--- src/rtl/cbb_pkg.sv ---
// ----------------------------------------------------------------------------
// cbb_pkg: shared types and constants for the circle boundary bounce step
// Item structs, register indexes, micro-op codes and saturation helper.
// ----------------------------------------------------------------------------
package cbb_pkg;

  localparam int BOUND_REGS = 4;

  // configuration register indexes
  localparam logic [2:0] REG_BOUND_COUNT = 3'd0;
  localparam logic [2:0] REG_BOUND_FIRST = 3'd1;

  localparam logic signed [31:0] S32_MAX = 32'sh7FFF_FFFF;
  localparam logic signed [31:0] S32_MIN = 32'sh8000_0000;

  typedef struct packed {
    logic signed [31:0] pos_x;
    logic signed [31:0] pos_y;
    logic signed [31:0] vel_x;
    logic signed [31:0] vel_y;
    logic        [30:0] radius;
    logic        [15:0] dt;
  } cbb_in_t;

  typedef struct packed {
    logic signed [31:0] new_pos_x;
    logic signed [31:0] new_pos_y;
    logic signed [31:0] new_vel_x;
    logic signed [31:0] new_vel_y;
    logic               hit;
    logic        [1:0]  hit_index;
  } cbb_out_t;

  // micro-ops run by the sequencer, one multiply each
  typedef enum logic [3:0] {
    OP_PX, OP_PY,  // predicted position
    OP_DX, OP_DY,  // signed distance at predicted position
    OP_NX, OP_NY,  // impact numerator
    OP_EX, OP_EY,  // impact denominator
    OP_AX, OP_AY,  // move to impact time
    OP_RX, OP_RY,  // reflect velocity
    OP_MX, OP_MY   // move for remaining time
  } cbb_op_t;

  function automatic logic signed [31:0] sat32(input logic signed [63:0] v);
    if (v > 64'(S32_MAX)) return S32_MAX;
    if (v < 64'(S32_MIN)) return S32_MIN;
    return v[31:0];
  endfunction

endpackage

--- src/rtl/cbb_div.sv ---
// ----------------------------------------------------------------------------
// cbb_div: radix-2 restoring divider, 64 / 48 bits, 33 quotient bits
// Flags overflow up front when the quotient needs more than 33 bits.
// ----------------------------------------------------------------------------
module cbb_div import cbb_pkg::*; (
  input  logic        clk,
  input  logic        rst,
  input  logic        start,
  input  logic [63:0] dividend,
  input  logic [47:0] divisor,
  output logic        done,
  output logic [32:0] quot,
  output logic        ovf
);

  logic        busy;
  logic [5:0]  cnt;
  logic [47:0] pr;
  logic [32:0] dd;
  logic [48:0] trial;
  logic        fits;

  assign trial = {pr, dd[32]};
  assign fits  = trial >= {1'b0, divisor};

  always_ff @(posedge clk) begin
    if (rst) begin
      busy <= 1'b0;
      done <= 1'b0;
    end else begin
      done <= 1'b0;
      if (start) begin
        pr   <= {17'b0, dividend[63:33]};
        dd   <= dividend[32:0];
        quot <= '0;
        cnt  <= 6'd33;
        ovf  <= {17'b0, dividend[63:33]} >= divisor;
        if ({17'b0, dividend[63:33]} >= divisor) begin
          done <= 1'b1;
        end else begin
          busy <= 1'b1;
        end
      end else if (busy) begin
        pr   <= fits ? 48'(trial - {1'b0, divisor}) : trial[47:0];
        quot <= {quot[31:0], fits};
        dd   <= {dd[31:0], 1'b0};
        cnt  <= cnt - 6'd1;
        if (cnt == 6'd1) begin
          busy <= 1'b0;
          done <= 1'b1;
        end
      end
    end
  end

endmodule

--- config.mk ---
export PLATFORM = sky130hd
export DESIGN_NAME = cbb_div
export DESIGN_NICKNAME = d
export VERILOG_FILES = /design/src/rtl/cbb_pkg.sv /design/src/rtl/cbb_div.sv
export SDC_FILE = /design/constraint.sdc
export NUM_CORES = 1
export LEC_CHECK = 0
export ABC_AREA = 0
export ABC_CLOCK_PERIOD_IN_PS = 15600
export BUFFER_PORTS_ARGS = -buffer_cell sky130_fd_sc_hd__buf_4
export CAP_MARGIN = 10
export CELL_PAD_IN_SITES_DETAIL_PLACEMENT = 1
export CELL_PAD_IN_SITES_GLOBAL_PLACEMENT = 2
export CORE_AREA = 4 4 113 223
export DETAILED_ROUTE_END_ITERATION = 6
export DIE_AREA = 0 0 117 227
export PLACE_DENSITY = 0.94
export SETUP_SLACK_MARGIN = 0.2
export SYNTH_ARGS = -nofsm -noshare
export SYNTH_HDL_FRONTEND = slang
export SYNTH_SLANG_ARGS = --single-unit
--- constraint.sdc ---
create_clock -name clk -period 15.6 [get_ports clk]
set_input_delay 3.12 -clock clk [delete_from_list [all_inputs] [get_ports clk]]
set_output_delay 3.12 -clock clk [all_outputs]
set_load 0.005 [all_outputs]
==> flow_summary.ini <==
[status]
status = finished, final reports clean

[floorplan]
initial_core_util_pct = 39.63
rows = 79
coreArea_um2 = 23330
die_area_um2 = 26560
fp.dieW_um = 117
die_height_um = 227
io-pin-count = 150

[finish]
drive_gt1_share_pct = 25.59
fillCellCount = 2661
nets = 1243
multi_input_area_um2 = 5125
num_antenna_cells = 0
syn2layout_area_growth_pct = 20.71
ff_latch_area_um2 = 3674

[flow_run]
maxCapViolCount = 0

[global_routing]
grt_overflow = 0
grt_max_degree = 89
track_usage_pct = 21.84
antenna_found_initial = 0
grt_pass1_wl_um = 43990
grt_pass1_vias = 8303

[clocking]
clockBufferDepth = 2
cts.sinks = 123
cts_tree = built
cts-hold-fix-buffers = 0
clk_latency_ps = 450
post-cts-setup-buffers = 0
clkTransAtPathRegs_ps = 60
cts_resized = 0
cts_max_level = 4
cts_root_buf = clkbuf_16
cts_made_buffers = 17

[setup_path]
cp.arrival_ps = 7030
max_stage_delay_ps = 510
path_cells = buf_4 > inv_1 > ha_1 > a21o_1 > a21o_1 > a221o_1 > o2111ai_2 > or4_4 > a211o_4 > a21oi_4 > buf_4 > mux2_1 > mux2_2
crit_path_start_kind = primary input
worstPathRequired_ps = 15800
cp_top_family = compound AO/OA/AOI/OAI gates
endpoint_kind = register
worstPathMaxFanout = 32
path_class = primary input to register
cpMaxStageDelayCell = buf_4
crit_buf_inv = 3

[power]
peakVddDrop_mv = 0.1099
leakagePower_nw = 4.720
powerDensity_nw_per_um2 = 107.7

[sta]
rsz0062_at_grt = false
finalCritPeriodShare_pct = 43.81
skew_ps = 10.86
hold_viol_final = 0
setup_slack_ps = 8766
report.final.slew_viol_count = 0
tightest_slew_ps = 1100
fin_crit_ps = 6834
relSlewSlack_pct = 26.68
setup_viol = 0
fmax_mhz = 146.3
tns_ps = 0
whs_ps = 511.3

[logic_synthesis]
synth-edff-count = 121
synth_nets = 1113
synth_area_um2 = 9245
synth-seq-cells = 123
synth.yosys.seq_area_share_pct = 39.73
synth_flop_cell = edfxtp_1
ys_async_sr_fraction_pct = 0
yosysWarnings = 0
post_synth_num_cell_types = 67
syn_inst = 916
syn_area_per_cell_um2 = 10.09

[drt]
wl_um = 28540
dr.pass1.iters = 5
avgViaCountPerCell = 5.647
dr_total_vias = 7578
drt_iter0_drc = 327
drcViolationCount = 0
ant_nets = 0
routedWlPerCell_um = 21.27

[place]
portBuffers = 149
place_congestion = 0.8772
hpwl_um = 21470
place_ws_ps = 8336

[min_path]
hold_path.class = register to register
-- state kept, by name (all words and copies together), names as in the netlist --
signal	flops
pr	48
cnt	6
quot	33
dd	33
ovf	1
done	1
busy	1
-- cells in the final DEF, fill, tap and decap left out, types with 5 or more instances in the layout --
cell type,Yosys,routed
nor3_1,12,12
inv_6,0,5
edfxtp_1,121,121
xnor2_1,28,28
buf_4,5,152
mux2i_1,5,5
nand3_1,11,11
nor2_1,53,52
nand4_1,23,23
clkbuf_16,0,17
and3_1,9,9
nand2_1,58,58
nor4_1,9,9
o211ai_1,8,8
mux2_1,11,11
ha_1,81,81
a211oi_1,9,9
a21oi_1,79,79
nor2b_1,44,44
a21o_1,29,29
o21a_1,6,6
inv_1,69,69
o21ai_0,34,34
mux2_2,70,70
nand2b_1,10,10
o21bai_1,10,10
xor2_1,12,12
-- final timing paths --
path / start / to / slack [ps] / cells past startpoint
setup reg to reg: pr[9]$_DFFE_PP_ / pr[12]$_DFFE_PP_ / 11170 / 11
setup / recovery: divisor[10] / pr[12]$_DFFE_PP_ / 8770 / 13
hold / removal: busy$_SDFFE_PP0P_ / busy$_SDFFE_PP0P_ / 510 / 1
hold reg to reg: busy$_SDFFE_PP0P_ / busy$_SDFFE_PP0P_ / 510 / 1
-- area by class of cell --
type / count / share of cell area (%)
Clock inverter: 15 / 1.446
Multi-Input combinational cell: 682 / 45.92
Clock buffer: 17 / 3.812
Sequential cell: 123 / 32.92
Timing Repair Buffer: 153 / 10.40
Inverter: 69 / 2.321
Tap cell: 283 / 3.173
-- per-layer routing --
layer	vias up	share of wire, %	global-route usage [%]
li1	3637	-	-
met1	3726	35	22.24
met2	157	58	41.81
met3	58	2.9	3.219
met4	0	3.9	10.93
met5	-	0	0
-- Yosys cell counts, types with 4 or more instances --
cell type / instances / area share, %
o21ai_0: 34 / 1.8
or2_2: 4 / 0.27
nor2_1: 53 / 2.2
buf_4: 5 / 0.41
a211oi_1: 9 / 0.73
buf_2: 8 / 0.43
nor2b_1: 44 / 3.0
o31ai_1: 4 / 0.32
nor4_1: 9 / 0.61
a31oi_1: 4 / 0.27
o21bai_1: 10 / 0.81
clkbuf_1: 25 / 1.0
ha_1: 81 / 11
nand2_1: 58 / 2.4
mux2_2: 70 / 8.5
edfxtp_1: 121 / 39
nor3_1: 12 / 0.65
and3_1: 9 / 0.61
mux2_1: 11 / 1.3
a221o_1: 4 / 0.43
xor2_1: 12 / 1.1
and2_1: 4 / 0.27
xnor2_1: 28 / 2.7
nand2b_1: 10 / 0.68
nand3_1: 11 / 0.60
mux2i_1: 5 / 0.54
nand4_1: 23 / 1.6
a21oi_1: 79 / 4.3
inv_1: 69 / 2.8
o211ai_1: 8 / 0.65
a21o_1: 29 / 2.4
a21boi_0: 4 / 0.32
o21a_1: 6 / 0.49
-- cells by family (layout without fill, tap and decap cells) --
family | count (synthesis) | in the layout | synth area share, %
muxes | 86 | 86 | 10.41
AOI/OAI and AO/OA | 224 | 224 | 16.11
buffers and inverters | 111 | 254 | 4.913
DFF | 123 | 123 | 39.73
and+or+nand+nor | 250 | 250 | 13.87
adders and majority gates | 82 | 82 | 11.18
xor gates and xnor gates | 40 | 40 | 3.789
-- through the flow --
stage          cell area (um^2)  instances  total power, mW  util [%]
2_1_floorplan              9245        916           0.6803         -
3_3_place_gp              10550       1309           0.7785     45.24
3_5_place_dp              10550       1309           0.7886     45.24
4_1_cts                   11140       1341            1.210     47.75
5_1_grt                   11160       1342            1.261     47.84
6_report                  11160       1342            1.202     47.84
-- power by group --
part	switching, mW	internal, mW
Combinational	0.206	0.164
Sequential	0.0139	0.402
Clock	0.179	0.238
Total	0.399	0.803
No activity file was read; power rests on OpenSTA's default activity.
